==> src/hw/rtl/ssil_pkg.sv <==
`default_nettype none

package ssil_pkg;

    localparam int DEFAULT_CAPACITY = 64;
    localparam int VALUE_W          = 32;
    localparam int POS_W            = 7;
    localparam int IN_USER_W        = 1;
    localparam int OUT_DATA_W       = 24;
    localparam int OUT_PAD_W        = OUT_DATA_W - 3 - 2 * POS_W;

    localparam logic OP_INSERT = 1'b0;
    localparam logic OP_QUERY  = 1'b1;

    // controller to datapath
    typedef struct packed {
        logic load;      // latch the incoming transaction, open the search window
        logic srch_rd;   // read the middle entry of the window
        logic srch_cmp;  // narrow the window with the entry just read
        logic decide;    // settle insert or reject, arm the shift index
        logic sh_rd;     // read the entry below the shift index
        logic sh_wr;     // move it up one place
        logic ins_wr;    // store the new value, bump the count
        logic res_load;  // load the output register
    } ssil_cmd_t;

    // datapath to controller
    typedef struct packed {
        logic search_done;
        logic ins_pend;
        logic shift_done;
        logic out_free;
    } ssil_stat_t;

endpackage

`default_nettype wire

==> src/hw/rtl/ssil_ctrl.sv <==
`default_nettype none

module ssil_ctrl
(
    input  wire logic                clk,
    input  wire logic                rst_n,
    input  wire logic                in_fire,
    input  wire ssil_pkg::ssil_stat_t stat,
    output logic                     in_ready,
    output ssil_pkg::ssil_cmd_t      cmd
);
    import ssil_pkg::*;

    localparam logic [2:0] ST_IDLE   = 3'd0;
    localparam logic [2:0] ST_SRCH   = 3'd1;
    localparam logic [2:0] ST_CMP    = 3'd2;
    localparam logic [2:0] ST_DECIDE = 3'd3;
    localparam logic [2:0] ST_SH_CHK = 3'd4;
    localparam logic [2:0] ST_SH_WR  = 3'd5;
    localparam logic [2:0] ST_INS_WR = 3'd6;
    localparam logic [2:0] ST_RESULT = 3'd7;

    logic [2:0] state_reg;
    logic [2:0] state_next;

    assign in_ready = (state_reg == ST_IDLE);

    always_comb
    begin
        state_next = state_reg;
        cmd        = '0;
        unique case (state_reg)
            ST_IDLE:
            begin
                if (in_fire)
                begin
                    cmd.load   = 1'b1;
                    state_next = ST_SRCH;
                end
            end
            ST_SRCH:
            begin
                if (stat.search_done)
                begin
                    state_next = ST_DECIDE;
                end
                else
                begin
                    cmd.srch_rd = 1'b1;
                    state_next  = ST_CMP;
                end
            end
            ST_CMP:
            begin
                cmd.srch_cmp = 1'b1;
                state_next   = ST_SRCH;
            end
            ST_DECIDE:
            begin
                cmd.decide = 1'b1;
                state_next = ST_SH_CHK;
            end
            ST_SH_CHK:
            begin
                if (!stat.ins_pend)
                begin
                    state_next = ST_RESULT;
                end
                else if (stat.shift_done)
                begin
                    state_next = ST_INS_WR;
                end
                else
                begin
                    cmd.sh_rd  = 1'b1;
                    state_next = ST_SH_WR;
                end
            end
            ST_SH_WR:
            begin
                cmd.sh_wr  = 1'b1;
                state_next = ST_SH_CHK;
            end
            ST_INS_WR:
            begin
                cmd.ins_wr = 1'b1;
                state_next = ST_RESULT;
            end
            ST_RESULT:
            begin
                if (stat.out_free)
                begin
                    cmd.res_load = 1'b1;
                    state_next   = ST_IDLE;
                end
            end
            default:
            begin
                state_next = ST_IDLE;
            end
        endcase
    end

    always_ff @(posedge clk or negedge rst_n)
    begin
        if (!rst_n)
        begin
            state_reg <= ST_IDLE;
        end
        else
        begin
            state_reg <= state_next;
        end
    end

endmodule

`default_nettype wire

==> src/hw/rtl/ssil_dpath.sv <==
`default_nettype none

module ssil_dpath
#(
    parameter int CAPACITY = ssil_pkg::DEFAULT_CAPACITY
)
(
    input  wire logic                             clk,
    input  wire logic                             rst_n,
    input  wire ssil_pkg::ssil_cmd_t              cmd,
    input  wire logic                             in_op,
    input  wire logic [ssil_pkg::VALUE_W-1:0]     in_value,
    input  wire logic                             out_ready,
    output ssil_pkg::ssil_stat_t                  stat,
    output logic                                  out_valid,
    output logic [ssil_pkg::OUT_DATA_W-1:0]       out_data
);
    import ssil_pkg::*;

    localparam int IDX_W = (CAPACITY > 1) ? $clog2(CAPACITY) : 1;
    localparam int CNT_W = $clog2(CAPACITY + 1);
    localparam logic [CNT_W-1:0] CAP_CNT = CNT_W'(CAPACITY);

    // sorted store, ascending, entries at and above the count are don't-care
    logic signed [VALUE_W-1:0] mem [CAPACITY];

    logic                      op_reg;
    logic signed [VALUE_W-1:0] value_reg;
    logic [CNT_W-1:0]          lo_reg;
    logic [CNT_W-1:0]          hi_reg;
    logic [CNT_W-1:0]          idx_reg;
    logic [CNT_W-1:0]          count_reg;
    logic                      found_reg;
    logic                      ins_reg;
    logic                      rej_reg;
    logic signed [VALUE_W-1:0] rdata_reg;
    logic                      out_valid_reg;
    logic [OUT_DATA_W-1:0]     out_data_reg;

    logic [CNT_W:0]            mid_sum;
    logic [CNT_W-1:0]          mid;
    logic [CNT_W-1:0]          idx_m1;
    logic [IDX_W-1:0]          rd_addr;
    logic [IDX_W-1:0]          wr_addr;
    logic signed [VALUE_W-1:0] wr_data;
    logic                      rd_en;
    logic                      wr_en;
    logic                      new_value;

    assign mid_sum   = {1'b0, lo_reg} + {1'b0, hi_reg};
    assign mid       = mid_sum[CNT_W:1];
    assign idx_m1    = idx_reg - 1'b1;
    assign new_value = (op_reg == OP_INSERT) && !found_reg;

    assign rd_en   = cmd.srch_rd | cmd.sh_rd;
    assign rd_addr = cmd.sh_rd ? idx_m1[IDX_W-1:0] : mid[IDX_W-1:0];
    assign wr_en   = cmd.sh_wr | cmd.ins_wr;
    assign wr_addr = cmd.sh_wr ? idx_reg[IDX_W-1:0] : lo_reg[IDX_W-1:0];
    assign wr_data = cmd.sh_wr ? rdata_reg : value_reg;

    always_ff @(posedge clk)
    begin
        if (wr_en)
        begin
            mem[wr_addr] <= wr_data;
        end
        if (rd_en)
        begin
            rdata_reg <= mem[rd_addr];
        end
    end

    // search window, item, decision and shift index registers
    always_ff @(posedge clk)
    begin
        if (cmd.load)
        begin
            op_reg    <= in_op;
            value_reg <= $signed(in_value);
            lo_reg    <= '0;
            hi_reg    <= count_reg;
            found_reg <= 1'b0;
        end
        else if (cmd.srch_cmp)
        begin
            if (rdata_reg < value_reg)
            begin
                lo_reg <= mid + 1'b1;
            end
            else if (rdata_reg == value_reg)
            begin
                // hit: lo doubles as the reported position
                lo_reg    <= mid;
                found_reg <= 1'b1;
            end
            else
            begin
                hi_reg <= mid;
            end
        end
        if (cmd.decide)
        begin
            ins_reg <= new_value && (count_reg != CAP_CNT);
            rej_reg <= new_value && (count_reg == CAP_CNT);
            idx_reg <= count_reg;
        end
        else if (cmd.sh_wr)
        begin
            idx_reg <= idx_m1;
        end
    end

    always_ff @(posedge clk or negedge rst_n)
    begin
        if (!rst_n)
        begin
            count_reg     <= '0;
            out_valid_reg <= 1'b0;
        end
        else
        begin
            if (cmd.ins_wr)
            begin
                count_reg <= count_reg + 1'b1;
            end
            if (cmd.res_load)
            begin
                out_valid_reg <= 1'b1;
            end
            else if (out_ready)
            begin
                out_valid_reg <= 1'b0;
            end
        end
    end

    always_ff @(posedge clk)
    begin
        if (cmd.res_load)
        begin
            out_data_reg <= {{OUT_PAD_W{1'b0}}, POS_W'(count_reg), POS_W'(lo_reg),
                             rej_reg, ins_reg, found_reg};
        end
    end

    assign stat.search_done = found_reg || (lo_reg == hi_reg);
    assign stat.ins_pend    = ins_reg;
    assign stat.shift_done  = (idx_reg == lo_reg);
    assign stat.out_free    = !out_valid_reg || out_ready;

    assign out_valid = out_valid_reg;
    assign out_data  = out_data_reg;

endmodule

`default_nettype wire

==> src/hw/rtl/sorted_set_insert_lookup.sv <==
`default_nettype none

// channel   dir   signals                      content
// s_axis    in    tvalid tready tdata tuser    one insert or query transaction
// m_axis    out   tvalid tready tdata          one result transaction per input
//
// one transaction at a time: accept, then per binary search step a registered
// memory read and then a compare, then search exit and decide, then on an insert
// a shift check, registered read and write per entry moved up (count - position)
// and one write of the new value, then result handoff. reset clears the state,
// the count and the output valid only; the store needs no clearing, since only
// entries below the count are read.
// a stalled result sits in the output register while the next search runs up
// to its handoff.

module sorted_set_insert_lookup
#(
    parameter int CAPACITY = ssil_pkg::DEFAULT_CAPACITY
)
(
    input  wire logic                               clk,
    input  wire logic                               rst_n,
    input  wire logic                               s_axis_tvalid,
    output logic                                    s_axis_tready,
    // [31:0] item_value (signed)
    input  wire logic [ssil_pkg::VALUE_W-1:0]       s_axis_tdata,
    // [0] opcode: 0 insert, 1 query
    input  wire logic [ssil_pkg::IN_USER_W-1:0]     s_axis_tuser,
    output logic                                    m_axis_tvalid,
    input  wire logic                               m_axis_tready,
    // [0] present, [1] inserted, [2] full_reject, [9:3] position,
    // [16:10] entry_count, [23:17] zero
    output logic [ssil_pkg::OUT_DATA_W-1:0]         m_axis_tdata
);
    import ssil_pkg::*;

    ssil_cmd_t  cmd;
    ssil_stat_t stat;
    logic       in_fire;

    assign in_fire = s_axis_tvalid && s_axis_tready;

    // state machine: sequences search, shift and result handoff
    ssil_ctrl u_ctrl
    (
        .clk      (clk),
        .rst_n    (rst_n),
        .in_fire  (in_fire),
        .stat     (stat),
        .in_ready (s_axis_tready),
        .cmd      (cmd)
    );

    // sorted store, search window, shift index and output register
    ssil_dpath
    #(
        .CAPACITY (CAPACITY)
    )
    u_dpath
    (
        .clk       (clk),
        .rst_n     (rst_n),
        .cmd       (cmd),
        .in_op     (s_axis_tuser[0]),
        .in_value  (s_axis_tdata),
        .out_ready (m_axis_tready),
        .stat      (stat),
        .out_valid (m_axis_tvalid),
        .out_data  (m_axis_tdata)
    );

endmodule

`default_nettype wire

==> config.mk <==
export PLATFORM = sky130hd
export DESIGN_NAME = sorted_set_insert_lookup
export DESIGN_NICKNAME = d
export VERILOG_FILES = /design/src/hw/rtl/ssil_pkg.sv /design/src/hw/rtl/ssil_ctrl.sv /design/src/hw/rtl/ssil_dpath.sv /design/src/hw/rtl/sorted_set_insert_lookup.sv
export SDC_FILE = /design/constraint.sdc
export NUM_CORES = 2
export LEC_CHECK = 0
export ABC_AREA = 0
export BUFFER_PORTS_ARGS = -buffer_cell sky130_fd_sc_hd__buf_2
export CAP_MARGIN = 20
export CORE_ASPECT_RATIO = 0.75
export CORE_MARGIN = 2
export CORE_UTILIZATION = 39
export DETAILED_ROUTE_END_ITERATION = 10
export PLACE_DENSITY_LB_ADDON = 0.2
export SYNTH_ARGS = -nofsm -noshare
export SYNTH_HDL_FRONTEND = slang
export SYNTH_SLANG_ARGS = --single-unit
export TNS_END_PERCENT = 50
==> constraint.sdc <==
create_clock -name clk -period 11.64 [get_ports clk]
set_input_delay 1.164 -clock clk [delete_from_list [all_inputs] [get_ports clk]]
set_output_delay 1.164 -clock clk [all_outputs]
set_load 0.01 [all_outputs]
; ---- After elaboration in Yosys (flattened, before gate mapping)
; Memories as Yosys holds them, arrays and structs flattened. A register that Yosys moved wholly into a read port is not among the register bits.
; Index checks and enable logic that the tools add are counted.
[totals]
input_bits = 37
mem_count = 1
regBits = 85
output_inout_bits = 26
word_cells = 90
ramBits = 2048
[memory_table]
columns = memory, words, word_bits, rd, rd_ports_with_merged_regs, write_ports, line
row1 = u_dpath.mem, 64, 32, 1, 1, 1, ssil_dpath.sv:25  ; logic signed [VALUE_W-1:0] mem [CAPACITY];
[op_classes]
magnitude_cmp = 1
n_eq_ne = 16
muxes = 34
bitwise_logic = 4
reduce_logical = 18
n_addsub = 4
[ops]
columns = operator, count
row1 = 7-bit 2-to-1 mux, 8
row2 = 32-bit equality test, 1
row3 = 32-bit less-than comparator, 1
row4 = 32-bit 2-to-1 mux, 1
row5 = 3-bit one-hot mux with 7 select lines, 1
row6 = 1-bit 2-to-1 mux, 18
row7 = "7-bit by 1-bit adder with 7-bit output, second input constant", 2
row8 = 7-bit equality test, 2
row9 = "3-bit equality test, second input constant", 4
row10 = 6-bit 2-to-1 mux, 2
row11 = 7-bit by 7-bit adder with 8-bit output, 1
row12 = 2-bit nonzero test, 4
row13 = "7-bit equality test, second input constant", 1
row14 = "7-bit inequality test, second input constant", 1
row15 = "7-bit by 1-bit subtractor with 7-bit output, second input constant", 1
row16 = "3-bit by 2-bit equality test with 1-bit output, second input constant", 2
row17 = 3-bit 2-to-1 mux, 2
row18 = "2-bit inequality test, second input constant", 3
row19 = 3-bit AND reduction, 2
row20 = 1-bit logical AND, 4
row21 = 2-bit 2-to-1 mux, 2
row22 = 2-bit AND reduction, 2
row23 = "3-bit by 1-bit equality test with 1-bit output, second input constant", 1
row24 = 3-bit zero test, 1
row25 = 6 further kinds, 10

; ---- Logic depth before layout (Yosys ltp)
[logic_depth]
depth_word = 6
depth_mapped = 18
mapped_depth_nobuf = 13

; ---- By module
; Synthesis repeated with hierarchy kept, for this count alone.
[unflattened]
hier_cells = 3906
area_unflattened_um2 = 84083.1
[modules_own_cells]
columns = module, cells_each, n_inst, area_per_inst_um2, seq_area_each_um2
row1 = ssil_dpath, 3874, 1, 83811.6, 64802.2
row2 = ssil_ctrl, 31, 1, 265.3, 75.1
row3 = sorted_set_insert_lookup, 1, 1, 6.3, 0.0

; ---- Least setup slack after synthesis
; Ideal clock, no wire load.
[synth_timing]
path_type = register to register
from = reg u_ctrl.state_reg[0]
to = mem u_dpath.mem[0][31], data pin
setup_slack_ns = 7.188
synth_period_minus_slack_ns = 4.452
stages_incl_launch_ff = 7
path_buffers = 4
required_time_ns = 10.938
setup_ns = 0.702
t_arrival_ns = 3.750
path_cell_list = dfrtp_1 > buf_2 > and3b_1 > clkbuf_1 > clkbuf_1 > clkbuf_1 > o21ai_0
[synth_between]
elab_chain_cells = 3
[synth_lines]
columns = element, line
row1 = from (decl), ssil_ctrl.sv:23  ; logic [2:0] state_reg;
row2 = from (signal assigned), ssil_ctrl.sv:112  ; state_reg <= state_next;
row3 = 3-bit equality test, ssil_ctrl.sv:32  ; unique case (state_reg)
row4 = 1-bit 2-to-1 mux, ssil_ctrl.sv:32
row5 = 32-bit 2-to-1 mux, ssil_dpath.sv:59  ; assign wr_data = cmd.sh_wr ? rdata_reg : value_reg;
row6 = named net u_dpath.wr_data[31], ssil_dpath.sv:45  ; logic signed [VALUE_W-1:0] wr_data;
row7 = to (decl), ssil_dpath.sv:25
; The timed path passes the listed nets, and every way through them passes these cells.

; ---- Worst setup path in the final report
[layout_timing]
from = reg u_dpath.lo_reg[5]
to = reg u_dpath.rdata_reg[27] (read register of u_dpath.mem), data pin
[layout_between]
elab_chain_cells = 5
elab_cells_between_ends = 11
cone_classes = 1 x add/sub / 2 x eq/ne / 6 x mux / 1 x bitwise / 1 x reduce/logical
[layout_lines]
columns = element, line
row1 = from (decl), ssil_dpath.sv:29  ; logic [CNT_W-1:0] lo_reg;
row2 = from (signal assigned), ssil_dpath.sv:88  ; lo_reg <= mid + 1'b1;
row3 = from (signal assigned), ssil_dpath.sv:93  ; lo_reg <= mid;
row4 = "7-bit equality test, on equally long branches", "ssil_dpath.sv:148, ssil_dpath.sv:146"
row5 = 1-bit 2-to-1 mux / 1-bit logical OR (equally long branches), "ssil_ctrl.sv:69, ssil_dpath.sv:146"
row6 = "1-bit 2-to-1 mux, on equally long branches", "ssil_ctrl.sv:65, ssil_ctrl.sv:43"
row7 = 1-bit 2-to-1 mux, ssil_ctrl.sv:32
row8 = 6-bit 2-to-1 mux / 1-bit bitwise OR (equally long branches), "ssil_dpath.sv:56, ssil_dpath.sv:55"
row9 = to (decl), ssil_dpath.sv:36  ; logic signed [VALUE_W-1:0] rdata_reg;
; Several ways; a longest one is shown, not always the timed one.
; A chain may end at the register's enable or synchronous reset.

==> results.json <==
{
  "status": "complete, no violations",
  "grt_pass1_wl_mm": 400,
  "grt_max_degree": 146,
  "vias": 55976,
  "die_h_um": 413,
  "first_global_vias": 52549,
  "hold_ws_ns": 0.156,
  "port-buffer-count": 55,
  "ys_ff_latch": 2165,
  "final_common_cell": "edfxtp_1",
  "synthToLayoutAreaGrowth_pct": 12.5,
  "ant_nets": 0,
  "final_cell_mix": "edfxtp_1 (2,146), nand2_1 (1,482), a21oi_1 (476)",
  "cts_sinks": 2165,
  "drc": 0,
  "htree_levels": 4,
  "synth_area_per_cell_um2": 13.8,
  "grt_setup_unrepaired": "no",
  "vias_per_cell": 5.93,
  "die_area_mm2": 0.227,
  "max_freq_ghz": 0.159,
  "worst_pin_slew_ns": 1.12,
  "dpl.hpwl_mm": 149,
  "ys_seq_area_share_pct": 74.6,
  "slew_headroom_pct": 25.4,
  "cp-startpoint": "u_dpath.lo_reg[5]",
  "seq_area_mm2": 0.0649,
  "firstDrtPassIters": 6,
  "cts-resized-gates": 0,
  "fp-row-count": 150,
  "coreArea_mm2": 0.222,
  "period_needed_ns": 6.29,
  "layout-drive-gt1-share_pct": 10.5,
  "largest_reg_flops": 2048,
  "fp.dieW_um": 549,
  "grtUsageTotal_pct": 24.4,
  "grt_antenna_before_repair": 7,
  "place_ws_ns": 5.56,
  "place_congestion": 0.857,
  "rr_worst_depth": 13,
  "cts.reportedPaths.clkPinSlew_ns": 0.07,
  "multiInputGateArea_mm2": 0.0209,
  "cts_inserted_buffers": 214,
  "reg2reg_to": "u_dpath.rdata_reg[27]",
  "cts_max_path_buffers": 4,
  "wl_per_cell_um": 29.9,
  "final_max_slew_viol_count": 0,
  "hold_class": "in2async",
  "cts_root_buf": "clkbuf_16",
  "syn-instance-count": 6310,
  "ys.flop_type": "edfxtp_1",
  "r2r-start": "u_dpath.lo_reg[5]",
  "crit_type": "reg2reg",
  "synthArstFlopShare_pct": 0.508,
  "setup_ws_ns": 5.35,
  "setup_violations": 0,
  "hold_viol": 0,
  "finClkSkew_ns": 0.0603,
  "critPathRequiredTime_ns": 12.22,
  "cts_tree": "done",
  "clk_latency_ns": 0.88,
  "fillers": 19998,
  "drt_iter0_markers": 7775,
  "timing.final.crit_share_pct": 54.0,
  "cts_setup_buffers": 0,
  "pin_count": 63,
  "postCtsHoldBufs": 0,
  "cp-end-kind": "register",
  "max_cap_violations": 0,
  "place_area_mm2": 0.0914,
  "syn_area_mm2": 0.0870,
  "cp_max_fo": 36,
  "setup_tns_ns": 0,
  "synth_edf_count": 2146,
  "overflow": 0,
  "start_util_pct": 39.1,
  "fin_area_mm2": 0.0979,
  "wl_mm": 282,
  "r2r_slack_ns": 5.35,
  "arrival_ns": 6.87,
  "nNetsFinal": 6395,
  "synth_warnings": 0,
  "endpoint": "u_dpath.rdata_reg[27]",
  "startpoint_type": "register",
  "ys_types": 83
}
==> routing by layer <==
layer	part of all wire [%]	up-vias	GRT usage [%]	wire length, um
met1	44	29005	36.1	125000
met3	7.6	417	3.03	21400
met5	0.0046	-	0	13
met4	2.8	2	6.85	7800
li1	-	24072	-	-
met2	45	2480	38.0	128000
==> metrics by stage <==
| stage | util (%) | std cells |
|---|---|---|
| 6_report | 44.0 | 9441 |
| 5_1_grt | 44.0 | 9439 |
| 4_1_cts | 44.0 | 9438 |
| 3_5_place_dp | 41.1 | 9061 |
| 3_3_place_gp | 41.1 | 9057 |
| 2_1_floorplan | - | 6316 |
==> cells in the mapped netlist (all sizes together), types with 9 or more instances <==
library cell,number,share of area (%)
nand3,47,0.27
a211oi,257,2.2
a221oi,19,0.21
mux2,29,0.38
a21o,17,0.15
edfxtp,2146,74
o221ai,14,0.14
clkbuf,215,0.93
a31oi,9,0.065
a311oi,235,2.4
mux2i,42,0.48
ha,43,0.62
o22ai,12,0.086
nand4,9,0.065
dfrtp,11,0.32
xnor2,21,0.21
nor2,91,0.40
a31o,10,0.10
buf,241,1.4
nor3,121,0.70
a2111oi,9,0.092
nand2,1485,6.4
a21oi,479,2.8
and3,260,1.9
nor4,218,1.6
o21ai,91,0.53
or4,22,0.19
inv,52,0.22
==> how the worst min path moves through the flow <==
stage,slack [ns],from,end
global placement,0.43,u_dpath.rej_reg,u_dpath.out_data[2]
finish,0.16,rst_n,u_dpath.out_valid
global route,0.14,rst_n,u_dpath.count_reg[2]
CTS,0.11,rst_n,u_dpath.out_valid
detailed placement,0.42,u_dpath.rej_reg,u_dpath.out_data[2]
floorplan,0.40,u_dpath.rej_reg,u_dpath.out_data[2]
==> critical path, cell delays in order, from the launching register on <==
cell and delay, ns:
dfxtp_1 0.66, xnor2_1 0.28, nand3_1 0.30, o211ai_2 0.56
buf_4 0.32, nor2_1 0.12, a21oi_4 0.62, buf_4 0.70
buf_4 0.63, a221oi_1 0.30, a2111oi_0 0.51, buf_4 0.22
nor4_1 0.09, nor4_1 0.65
==> layout make-up <==
cell class / count / area share, %
inverters: 52 / 0.199
clock inverters: 109 / 0.837
multi-input cells: 3643 / 21.3
repair buffers: 238 / 1.84
flip-flops and latches: 2165 / 66.3
well taps: 2964 / 3.79
clock buffers: 268 / 5.73
diodes: 2 / 0.00511
==> cell families (layout without fill, tap and decap cells) <==
kind of cell	after synthesis	count (layout)	synth area share, %
adder cells (fa/ha/maj)	44	44	0.642
AO/OA/AOI/OAI	1201	1201	9.22
buffers and inverters	508	667	2.58
flip-flops	2165	2165	74.6
other	1	9	0.00431
multiplexers	71	71	0.863
AND/OR/NAND/NOR	2293	2293	11.8
XOR/XNOR	27	27	0.281
Power is left out: the tool's default activity adds up to more than one toggle a clock period on the data nets, which glitch-free logic cannot reach.
